==> src/sv/fisr_delay.sv <==
// Enabled shift line that keeps operands aligned with the arithmetic units.
module fisr_delay
#(
   parameter int WIDTH = 32,
   parameter int DEPTH = 3
) (
   input  logic             clock,
   input  logic             en,
   input  logic [WIDTH-1:0] d,
   output logic [WIDTH-1:0] q
);

   logic [WIDTH-1:0] pipe_ff [DEPTH];

   // Shift one place whenever the pipeline advances.
   always_ff @(posedge clock) begin
      if (en) begin
         pipe_ff[0] <= d;
         for (int i = 1; i < DEPTH; i++) begin
            pipe_ff[i] <= pipe_ff[i-1];
         end
      end
   end

   assign q = pipe_ff[DEPTH-1];

endmodule

==> config.mk <==
export PLATFORM = sky130hd
export DESIGN_NAME = fisr_delay
export DESIGN_NICKNAME = d
export VERILOG_FILES = /design/src/sv/fisr_delay.sv
export SDC_FILE = /design/constraint.sdc
export NUM_CORES = 1
export LEC_CHECK = 0
export BUFFER_PORTS_ARGS = -buffer_cell sky130_fd_sc_hd__buf_2
export CORE_ASPECT_RATIO = 0.6
export CORE_MARGIN = 2
export CORE_UTILIZATION = 48
export CTS_CLUSTER_DIAMETER = 50
export DETAILED_ROUTE_END_ITERATION = 6
export PLACE_DENSITY_LB_ADDON = 0.08
export SYNTH_ARGS = -nofsm -noshare
export SYNTH_HDL_FRONTEND = slang
export SYNTH_SLANG_ARGS = --single-unit
==> constraint.sdc <==
create_clock -name clock -period 0.8 [get_ports clock]
set_input_delay 0.16 -clock clock [delete_from_list [all_inputs] [get_ports clock]]
set_output_delay 0.16 -clock clock [all_outputs]
set_load 0.01 [all_outputs]
==> results of run 1 <==
## what timing repair did
item | CTS | global route
endpoints found under the hold margin | 30 | 2
resized for setup | 0 | 0
cloned | 0 | 0
setup endpoints to repair | 32 | 32
hold buffers | 30 | 2
## per-stage QoR
step                      setup TNS (ps)  std cells
final                              -6621        297
after global routing               -8331        297
after CTS                          -7449        295
after detailed placement           -6017        249
after global placement             -4574        249
after floorplan                        0        128
## cell usage after synthesis
library cell and number:
buf_4 32, edfxtp_1 96
## placed cells by master (no fill, tap or decap), drive strengths merged
cell / n
buf: 69
clkbuf: 10
clkinv: 4
dlygate4sd3: 32
clkinvlp: 1
bufinv: 1
edfxtp: 96
## cells by family (layout without fill, tap and decap cells)
| kind of cell | Yosys count | in the layout |
|---|---|---|
| flip-flops | 96 | 96 |
| buffers and inverters | 32 | 117 |
## how the worst min path moves through the flow
stage	slack, ps	end	start
5_1_grt	230	pipe_ff[0][37]$_DFFE_PP_	en
2_1_floorplan	260	pipe_ff[0][0]$_DFFE_PP_	d[0]
3_5_place_dp	340	pipe_ff[0][19]$_DFFE_PP_	d[19]
3_3_place_gp	340	pipe_ff[0][19]$_DFFE_PP_	d[19]
4_1_cts	2	pipe_ff[0][20]$_DFFE_PP_	d[20]
6_report	240	pipe_ff[0][59]$_DFFE_PP_	en
## power breakdown
part | internal [W] | switching, W | leakage (nW)
Sequential | 0.00593 | 0.0000822 | 0.940
Combinational | 0.000247 | 0.000218 | 0.419
Clock | 0.00143 | 0.00151 | 0.0937
Total | 0.00761 | 0.00181 | 1.45
## cell type report
class	instances	area share (%)
clock inverters	6	1.548
clock buffers	10	3.290
repair buffers	101	18.13
flip-flops and latches	96	74.32
well taps	84	2.710
## layer usage
metal  share of wire (%)  up-vias
met5                   0        -
met4                0.86        0
met3                 6.7        4
met2                  49       39
met1                  43      626
li1                    -      613
==> run metrics, run 1 <==
Seq/Total Area, Yosys 92.31%; WL per Instance 13.24 um; CP max-delay cell edfxtp_1; clk slew on worst S/H paths 90 ps; CP Launch Type flip-flop; CP top delay family flip-flops; die area 0.007189 mm^2; hold path depth 2; type of the worst min-delay path in -> reg; synthesized area 0.003123 mm^2; M2 GR Usage 19.10%; Final setup viols 32; Reg2Reg Launch Point pipe_ff[0][36]$_DFFE_PP_; Leakage 1.452 nW; Setup Fix Bufs, Post-CTS 0; Post-Synth Simple-Gate Area 0%; grt total ovfl 0; CTS tree yes; worst vdd ir 1.465 mV; first-pass GRT wire length 6016 um; Final ANT Viol Nets 0; synthesized net count 162; fin crit period 1035 ps; Final Net Count 242; Clk Latency, worst-skew pair 340 ps; Setup crit end kind primary output; DP Area 0.003371 mm^2; compound-gate portion of the synthesized area 0%; R2R Setup Slk 150 ps; Warnings, synthesis 0; normalized max-slew margin 83.40%; Setup Crit Path Kind reg -> out; Final Hold Viols 0; syn_area_per_cell 24.40 um^2; Tot Pwr 0.009420 W; adder-cell area share of the yosys netlist 0%; met3 Use GR 5.284%; die width 108.1 um; core area 0.006193 mm^2; max reg flops 96; Die Ht 66.48 um; skew final 3.936 ps; post-synthesis mux area share 0%; clk sinks 96; pre-CTS WS -104.9 ps; DR iter-0 viols 69; ANT cells 0; GRT Util Overall 12.00%; Slew @ Worst Pin 248.9 ps; WP depth 1; DR vias/cell 4.316; Power Density 2429 mW/mm^2; Clock Tree Buf Depth 2; Post-DP HPWL 2371 um; fillcell total 445; Setup crit end q[21]; Mapped Cells 128; H-tree Lvls 3; library cells used by synthesis 2; Starting Density 50.42%; main combinational cell family by area after synthesis buffers and inverters; share of cells above drive strength 1 38.97%; # rows 22; CP Launch Point pipe_ff[0][85]$_DFFE_PP_; PortBufs 65; area share of the largest cell type after synthesis 92.31%; status finished, violations left; max_cap viols 0; final WL 3931 um; Worst EP required 640 ps; R2R depth 0; largest register by flop count pipe_ff; Post-route DRC 0; r2r endpoint pipe_ff[0][68]$_DFFE_PP_; Critical Path, Cell by Cell buf_2; Placer Congestion 0.6474; Max FO, Critical Path 1; multi-input gates 0; setup slack after layout -235.4 ps; post-route cell area 0.003879 mm^2; Final Core Density 62.63%; most used routing layer met2; number of global-route vias before repair 1263; slowest stage delay, CP 390 ps; top area cells in the synthesized netlist edfxtp_1, buf_4; number of CTS-inserted buffers 9; drt first pass iters 4; synthesis-to-finish area growth 24.20%; Final Cycle Share 129.4%; Vias 1282; multi-input logic area 0 um^2; M1 GR Usage 14.39%; largest net degree at the start of global routing 49; Post-Synth XOR/XNOR Area 0%; max-slew violation count 0; CP bufs+invs 1; cell taking the most area after synthesis edfxtp_1; Synth Register Bits 96; Achievable Freq 965.8 MHz; CP arrival 880 ps; initial antenna violation count 0; RSZ-0062 raised after global routing true; I/O pins 66; violated checks setup timing; Hold Slack 237.6 ps; sequential cell area 0.002883 mm^2; CTS Root Cell clkbuf_8; Largest regs pipe_ff x96
Power figures use the tool's default switching activity.
==> run 2, diff against run 1 <==
--- a/config.mk
+++ b/config.mk
@@ -11,7 +11,7 @@
 export CORE_UTILIZATION = 48
 export CTS_CLUSTER_DIAMETER = 50
 export DETAILED_ROUTE_END_ITERATION = 6
-export PLACE_DENSITY_LB_ADDON = 0.08
+export PLACE_DENSITY = 0.71
 export SYNTH_ARGS = -nofsm -noshare
 export SYNTH_HDL_FRONTEND = slang
 export SYNTH_SLANG_ARGS = --single-unit
==> run 2 against run 1 <==
Net effect:
- the flow still finishes with violations (setup timing)
- routed wire length grew 4.0%
- combinational power is 2% higher
- die area unchanged
- non-clock buffer count fell by 1
- final area up 1.9%
- final cell count decreased by 0.67%
- register-to-register slack about the same
- via count grew 0.47%
- critical path type unchanged
- largest cell class unchanged
- largest power group unchanged
- highest routed layer unchanged
==> run metrics, run 2 (synthesis results as in run 1) <==
Setup Crit Path Kind reg -> out; Vias 1288; grt total ovfl 0; Placer Congestion 0.6964; drt first pass iters 4; fillcell total 449; CTS Root Cell clkbuf_8; number of global-route vias before repair 1318; largest register by flop count pipe_ff; slowest stage delay, CP 380 ps; normalized max-slew margin 87.88%; DR iter-0 viols 64; Power Density 2622 mW/mm^2; Clk Latency, worst-skew pair 350 ps; CP top delay family flip-flops; I/O pins 66; Post-route DRC 0; Final ANT Viol Nets 0; type of the worst min-delay path in -> reg; Clock Tree Buf Depth 2; WL per Instance 13.85 um; Hold Slack 285.6 ps; setup slack after layout -248.2 ps; post-cts sizing count 0; Worst EP required 640 ps; Setup crit end kind primary output; RSZ-0062 raised after global routing true; GRT Util Overall 12.95%; clk sinks 96; multi-input gates 0; Max FO, Critical Path 1; max_cap viols 0; die area 0.007189 mm^2; # rows 22; Largest regs pipe_ff x96; CTS tree yes; ANT cells 0; status finished, violations left; core area 0.006193 mm^2; Die Ht 66.48 um; Final setup viols 32; violated checks setup timing; Post-DP HPWL 2316 um; Achievable Freq 954.0 MHz; CP Launch Type flip-flop; CP arrival 890 ps; skew final 5.890 ps; PortBufs 65; largest net degree at the start of global routing 36; worst vdd ir 1.764 mV; final WL 4087 um; multi-input logic area 0 um^2; most common cell after layout, fill and taps aside edfxtp_1; Final Cycle Share 131.0%; first-pass GRT wire length 6279 um; DR vias/cell 4.366; Final Net Count 241; Setup Fix Bufs, Post-CTS 0; CP max-delay cell edfxtp_1; max reg flops 96; max-slew violation count 0; initial antenna violation count 0; synthesis-to-finish area growth 26.56%; Critical Path, Cell by Cell buf_2; fin crit period 1048 ps; share of cells above drive strength 1 39.34%; Slew @ Worst Pin 181.8 ps; most frequent cells in the layout edfxtp_1, buf_2, dlygate4sd3_1; CP bufs+invs 1; clk slew on worst S/H paths 90 ps; number of CTS-inserted buffers 9; Leakage 1.483 nW; die width 108.1 um; Final Hold Viols 0; setup TNS -6916 ps; Starting Density 50.42%; H-tree Lvls 3
run 2: cell type report:
type	instances	area, um^2	share of cell area [%]
Clock buffer	9	123.9	3.134
Clock inverter	6	132.6	3.355
Sequential cell	96	2883	72.93
Tap cell	84	105.1	2.659
Timing Repair Buffer	100	708.2	17.92
run 2: power by group:
| group | switching (W) | internal (W) | total, W |
|---|---|---|---|
| Clock | 0.00151 | 0.00237 | 0.00388 |
| Combinational | 0.000221 | 0.000251 | 0.000472 |
| Sequential | 0.0000822 | 0.00593 | 0.00602 |
run 2: per-layer routing:
layer / up-vias / routed length, um / global-route usage (%)
met2: 47 / 2015 / 21.15
met3: 9 / 388 / 8.121
met4: 0 / 78 / 5.769
met1: 618 / 1605 / 13.36
met5: - / 0 / 0
li1: 614 / - / -
run 2: through the flow:
step / instances / power, W / setup slack (ps) / utilization, % / cell area [um^2]
floorplan: 128 / 0.006288 / 164.4 / - / 3123
global placement: 248 / 0.006453 / -31.69 / 54.51 / 3376
detailed placement: 248 / 0.006490 / -42.17 / 54.51 / 3376
CTS: 295 / 0.01050 / -291.4 / 63.82 / 3953
global route: 295 / 0.01079 / -306.7 / 63.82 / 3953
finish: 295 / 0.01037 / -248.2 / 63.82 / 3953
run 2: final timing paths:
check	cells after the start	slack, ps	end	start
hold reg to reg	0	420	pipe_ff[0][83]$_DFFE_PP_	pipe_ff[0][51]$_DFFE_PP_
setup reg to reg	0	140	pipe_ff[0][47]$_DFFE_PP_	pipe_ff[0][15]$_DFFE_PP_
hold / removal	2	290	pipe_ff[0][48]$_DFFE_PP_	en
setup / recovery	1	-250	q[4]	pipe_ff[0][68]$_DFFE_PP_
run 2: repair_timing:
action	4_1_cts	5_1_grt
setup endpoints to repair	32	32
hold buffers	32	0
hold endpoints to repair	32	0
