### src/sv/fisr_pkg.sv
// Shared constants, flag types and leading-zero helpers for the reciprocal square root block.
package fisr_pkg;

   // Bit-level initial guess and result constants.
   localparam logic [31:0] MAGIC_GUESS     = 32'h5F3759DF;
   localparam logic [31:0] CANON_NAN       = 32'h7FC00000;
   localparam logic [31:0] FP_HALF         = 32'h3F000000;
   localparam logic [31:0] FP_THREE_HALVES = 32'h3FC00000;

   // Register stages of the arithmetic units.
   localparam int FMUL_LAT   = 3;
   localparam int FADD_LAT   = 4;
   localparam int NEWTON_LAT = 3 * FMUL_LAT + FADD_LAT;

   // Special-operand summary carried down a float unit.
   typedef struct packed {
      logic nan;
      logic inf;
      logic zero;
      logic sign;
   } special_type;

   // Leading zeros of a 24-bit mantissa; 24 when it is zero.
   function automatic logic [4:0] lzc24(input logic [23:0] v);
      logic [4:0] n;
      logic       found;
      n     = 5'd24;
      found = 1'b0;
      for (int i = 23; i >= 0; i--) begin
         if (!found && v[i]) begin
            n     = 5'(23 - i);
            found = 1'b1;
         end
      end
      return n;
   endfunction

   // Leading zeros of a 27-bit sum; 27 when it is zero.
   function automatic logic [4:0] lzc27(input logic [26:0] v);
      logic [4:0] n;
      logic       found;
      n     = 5'd27;
      found = 1'b0;
      for (int i = 26; i >= 0; i--) begin
         if (!found && v[i]) begin
            n     = 5'(26 - i);
            found = 1'b1;
         end
      end
      return n;
   endfunction

endpackage

### src/sv/fisr_fmul.sv
// Three-stage single-precision multiplier, round to nearest even, with subnormals.
module fisr_fmul
   import fisr_pkg::*;
(
   input  logic        clock,
   input  logic        en,
   input  logic [31:0] a,
   input  logic [31:0] b,
   output logic [31:0] p
);

   // Stage 1: unpack, classify and normalize subnormal operands.
   logic [7:0]         a_exp, b_exp;
   logic               a_nan, b_nan, a_inf, b_inf, a_zero, b_zero;
   logic [23:0]        a_m, b_m;
   logic [4:0]         a_lz, b_lz;
   logic signed [10:0] a_e, b_e;
   special_type        spec_in;

   always_comb begin
      a_exp  = a[30:23];
      b_exp  = b[30:23];
      a_nan  = (&a_exp) && (|a[22:0]);
      b_nan  = (&b_exp) && (|b[22:0]);
      a_inf  = (&a_exp) && !(|a[22:0]);
      b_inf  = (&b_exp) && !(|b[22:0]);
      a_zero = (a_exp == 8'd0) && !(|a[22:0]);
      b_zero = (b_exp == 8'd0) && !(|b[22:0]);
      a_m    = {a_exp != 8'd0, a[22:0]};
      b_m    = {b_exp != 8'd0, b[22:0]};
      a_lz   = lzc24(a_m);
      b_lz   = lzc24(b_m);
      a_e    = $signed({3'b000, (a_exp == 8'd0) ? 8'd1 : a_exp}) - $signed({6'd0, a_lz});
      b_e    = $signed({3'b000, (b_exp == 8'd0) ? 8'd1 : b_exp}) - $signed({6'd0, b_lz});
      spec_in.nan  = a_nan || b_nan || (a_inf && b_zero) || (b_inf && a_zero);
      spec_in.inf  = a_inf || b_inf;
      spec_in.zero = a_zero || b_zero;
      spec_in.sign = a[31] ^ b[31];
   end

   special_type        spec1_ff;
   logic [23:0]        ma1_ff, mb1_ff;
   logic signed [10:0] e1_ff;

   always_ff @(posedge clock) begin
      if (en) begin
         spec1_ff <= spec_in;
         ma1_ff   <= a_m << a_lz;
         mb1_ff   <= b_m << b_lz;
         e1_ff    <= a_e + b_e - 11'sd127;
      end
   end

   // Stage 2: mantissa product.
   special_type        spec2_ff;
   logic [47:0]        prod2_ff;
   logic signed [10:0] e2_ff;

   always_ff @(posedge clock) begin
      if (en) begin
         spec2_ff <= spec1_ff;
         prod2_ff <= ma1_ff * mb1_ff;
         e2_ff    <= e1_ff;
      end
   end

   // Stage 3: one-bit normalize, denormalize on underflow, round and pack.
   logic [47:0]        norm;
   logic signed [10:0] e_n, sh;
   logic [5:0]         shc;
   logic [95:0]        wide;
   logic [47:0]        sn;
   logic [30:0]        packed_val, rounded;
   logic               g, st, inc, ovf;
   logic [31:0]        p_in;

   always_comb begin
      norm = prod2_ff[47] ? prod2_ff : {prod2_ff[46:0], 1'b0};
      e_n  = prod2_ff[47] ? e2_ff + 11'sd1 : e2_ff;
      sh   = 11'sd1 - e_n;
      shc  = (sh > 11'sd49) ? 6'd49 : sh[5:0];
      wide = {norm, 48'd0} >> shc;
      sn   = wide[95:48];
      ovf  = (e_n >= 11'sd255);
      if (e_n >= 11'sd1) begin
         packed_val = {e_n[7:0], norm[46:24]};
         g          = norm[23];
         st         = |norm[22:0];
      end else begin
         packed_val = {8'd0, sn[46:24]};
         g          = sn[23];
         st         = (|sn[22:0]) || (|wide[47:0]);
      end
      inc     = g && (packed_val[0] || st);
      rounded = packed_val + {30'd0, inc};
      if (spec2_ff.nan) begin
         p_in = CANON_NAN;
      end else if (spec2_ff.inf || (!spec2_ff.zero && ovf)) begin
         p_in = {spec2_ff.sign, 8'hFF, 23'd0};
      end else if (spec2_ff.zero) begin
         p_in = {spec2_ff.sign, 31'd0};
      end else begin
         p_in = {spec2_ff.sign, rounded};
      end
   end

   logic [31:0] p_ff;

   always_ff @(posedge clock) begin
      if (en) begin
         p_ff <= p_in;
      end
   end

   assign p = p_ff;

endmodule

### config.mk
export PLATFORM = sky130hd
export DESIGN_NAME = fisr_fmul
export DESIGN_NICKNAME = d
export VERILOG_FILES = /design/src/sv/fisr_pkg.sv /design/src/sv/fisr_fmul.sv
export SDC_FILE = /design/constraint.sdc
export NUM_CORES = 2
export LEC_CHECK = 0
export ABC_CLOCK_PERIOD_IN_PS = 19500
export BUFFER_PORTS_ARGS = -buffer_cell sky130_fd_sc_hd__buf_4
export CAP_MARGIN = 20
export CORE_ASPECT_RATIO = 0.9
export CORE_UTILIZATION = 51
export CTS_CLUSTER_DIAMETER = 80
export DETAILED_ROUTE_END_ITERATION = 6
export PLACE_DENSITY = 0.67
export SETUP_SLACK_MARGIN = 0.3
export SLEW_MARGIN = 20
export SYNTH_ARGS = -nofsm -noshare
export SYNTH_HDL_FRONTEND = slang
export SYNTH_SLANG_ARGS = --single-unit
### constraint.sdc
create_clock -name clock -period 19.5 [get_ports clock]
set_input_delay 0 -clock clock [delete_from_list [all_inputs] [get_ports clock]]
set_output_delay 0 -clock clock [all_outputs]
set_load 0.01 [all_outputs]
==> run summary <==
Layout cells sized above 1 -> 7.322%
Met1 GRT Util -> 41.68%
Later-pin clock latency in the skew report -> 0.47 ns
Post-synth top cells -> nand2_1 (552), inv_1 (539), fa_1 (485), and2_1 (241), ha_1 (208)
Detailed placement HPWL -> 68530 µm
# IOs -> 98
Fin crit share -> 45.36%
Worst Hold Class -> primary input to flip-flop
GP Congestion -> 0.9859
Worst EP arrival -> 9.08 ns
First-pass GRT wire length -> 143600 µm
R2R Path Start -> e2_ff[0]$_DFFE_PP_
Reg2reg setup slack -> 10.65 ns
Net Count, Synth -> 4420
Synth warn -> 0
Wire length per cell -> 20.08 µm
Setup Buffers After CTS -> 0
Critical Path Sink Type -> flip-flop
Hold path endpoint -> mb1_ff[22]$_DFFE_PP_
Count of final setup violators -> 0
Die Ht -> 240.6 µm
Iter 0 DRT Violations -> 2475
Post-synth EDFFs -> 158
Top cells by area, synth -> fa_1 (30%), edfxtp_1 (15%), ha_1 (8.1%)
Worst Reg2Reg Path Length in Cells -> 23
M2 GR Usage -> 43.76%
TritonCTS Sinks -> 158
Final Skew -> 0.01319 ns
Most used DFF post-synth -> edfxtp_1
Die area -> 64270 µm²
Final wirelength -> 90520 µm
DR pass1 iterations -> 6
Buffers added on ports -> 97
Largest net degree at the start of global routing -> 110
Gr usage total -> 28.82%
Post-synthesis sequential area ratio -> 14.71%
Syn_area_per_cell -> 8.812 µm²
Post-Route Utilization -> 55.03%
Vias per Instance -> 5.865
CTS tree -> built
Hold path startpoint -> b[22]
DRC violations left -> 0
Vias in the first global route -> 25670
Count of state elements after synthesis -> 158
Critical Path RT -> 19.74 ns
# rows -> 87
CP Launch Type -> flip-flop
Initial antenna violation count -> 2
Post-synthesis cell area -> 32260 µm²
CTS HTree Levels -> 4
Max Buffers Root-to-Sink -> 2
Register area -> 4745 µm²
CTS root buf -> clkbuf_16
Nets -> 4406
Yosys cell types -> 99
Hold Violations, Final -> 0
Hold Path Depth -> 5
Reg-to-Reg End -> p[22]$_SDFFCE_PP1P_
Min cycle time layout -> 8.845 ns
Async set or reset register ratio after synthesis -> 0%
GRT overflow -> 0
RSZ-0062 raised after global routing -> false
Area Overhead vs Synth -> 6.772%
Status -> complete, no violations
Synth area leader -> fa_1
Die width -> 267.1 µm
Fillcell total -> 5810
Worst Path Max Fanout -> 66
Final Max Tran Viols -> 0
MaxCap Viol Count -> 0
Relative slew slack -> 22.63%
Starting Density -> 51.54%
Max Clock Freq -> 113.1 MHz
Grt met3 use -> 6.785%
Post-Syn Instances -> 3661
Measured slew at the worst slew-check pin -> 1.161 ns
Routed Antenna Nets -> 0
Count leader, synth -> nand2_1
Setup_tns -> 0 ns
Core region area -> 62590 µm²
Synth top area share -> 30.10%
GRT busiest layer -> met2
Num CTS Buffers -> 17
Clk slew on worst S/H paths -> 0.08 ns
Multi-input gate area -> 24670 µm²
Vias -> 26440
Critical path type -> flip-flop to flip-flop
state kept, by name, summed over array words and instances (netlist names):
register and cells:
prod2_ff 48, p 32, ma1_ff 24, mb1_ff 24, e1_ff 11, e2_ff 11, spec1_ff 4, spec2_ff 4
stage by stage:
step | hold WS [ns] | worst slack, ns | cells | area [µm²]
final | 0.06358 | 10.65 | 4509 | 34440
after global placement | 0.3043 | 11.12 | 4465 | 33720
after floorplan | 0.1125 | 12.38 | 3661 | 32260
after global routing | 0.07977 | 10.14 | 4505 | 34430
after CTS | 0.03783 | 10.89 | 4504 | 34430
after detailed placement | 0.3061 | 10.90 | 4465 | 33720
metal layers:
layer / routed length, µm / vias up
li1: - / 12060
met4: 1714 / 0
met5: 0 / -
met3: 8727 / 117
met1: 39970 / 13110
met2: 40110 / 1158
how the worst max path moves through the flow:
stage / end / cells past startpoint / startpoint / slack [ns]
after floorplan: prod2_ff[44]$_DFFE_PP_ / 27 / mb1_ff[3]$_SDFFCE_PP0P_ / 12.38
after global placement: p[22]$_SDFFCE_PP1P_ / 23 / e2_ff[0]$_DFFE_PP_ / 11.12
after detailed placement: p[22]$_SDFFCE_PP1P_ / 23 / e2_ff[0]$_DFFE_PP_ / 10.90
after CTS: p[22]$_SDFFCE_PP1P_ / 23 / e2_ff[0]$_DFFE_PP_ / 10.89
after global routing: p[22]$_SDFFCE_PP1P_ / 23 / e2_ff[0]$_DFFE_PP_ / 10.14
final: p[22]$_SDFFCE_PP1P_ / 23 / e2_ff[0]$_DFFE_PP_ / 10.65
worst max-delay path, cell delays in order, from the launching register on:
cell      delay, ns
edfxtp_1       0.36
buf_4          0.24
ha_1           0.37
mux2_2         0.66
clkinv_1       0.88
ha_1           0.63
xor2_1         0.28
xnor2_1        0.15
buf_4          0.28
o31ai_1        0.11
o211a_1        0.16
o22a_1         0.29
o21ai_4        0.14
buf_4          0.63
and2_1         0.57
buf_4          0.38
a21oi_1        0.13
o21ai_0        0.39
and2_1         0.20
ha_1           0.21
nand2_1        0.16
nor4_4         0.84
nand4_1        0.18
a31o_2         0.28
cells by family (layout without fill, tap and decap cells):
family	Yosys count	after routing	synth area share (%)
simple gates	1275	1275	19.06
flops	158	158	14.71
other cells	0	4	0
mux	161	161	5.147
xor+xnor	90	90	2.467
fa+ha+maj	693	693	38.16
compound gates	539	539	11.51
buf+inv	745	744	8.940
final cells by class:
cell class | count | share of cell area (%)
inverters | 543 | 5.917
repair buffers | 169 | 3.745
clock buffers | 17 | 1.235
flip-flops and latches | 158 | 13.77
diodes | 4 | 0.02906
clock inverters | 15 | 0.6103
multi-input cells | 2758 | 71.62
well taps | 845 | 3.069
layout by cell type, fill, tap and decap left out, types with 17 or more instances in the layout:
| master | instances |
|---|---|
| clkbuf_16 | 17 |
| a21o_1 | 37 |
| nor4_1 | 20 |
| xnor2_1 | 58 |
| a211oi_1 | 22 |
| nand4_1 | 35 |
| a31oi_1 | 26 |
| o211ai_1 | 25 |
| buf_4 | 161 |
| edfxtp_1 | 158 |
| and2_1 | 241 |
| o21ai_0 | 86 |
| o221ai_1 | 17 |
| nor2_1 | 184 |
| mux2i_1 | 133 |
| fa_1 | 485 |
| mux2_2 | 26 |
| a21oi_1 | 125 |
| ha_1 | 208 |
| nand2b_1 | 22 |
| nand3_1 | 41 |
| inv_1 | 539 |
| xor2_1 | 29 |
| nand2_1 | 552 |
| nor2b_1 | 20 |
| nor3_1 | 68 |
repair_timing:
action / CTS / global route
endpoints found under the hold margin: 4 / 0
resized for setup: 0 / 0
hold buffers: 7 / 0
Power is not shown: default switching activity piles up to over one toggle a cycle in this logic, so the estimate is an artifact.
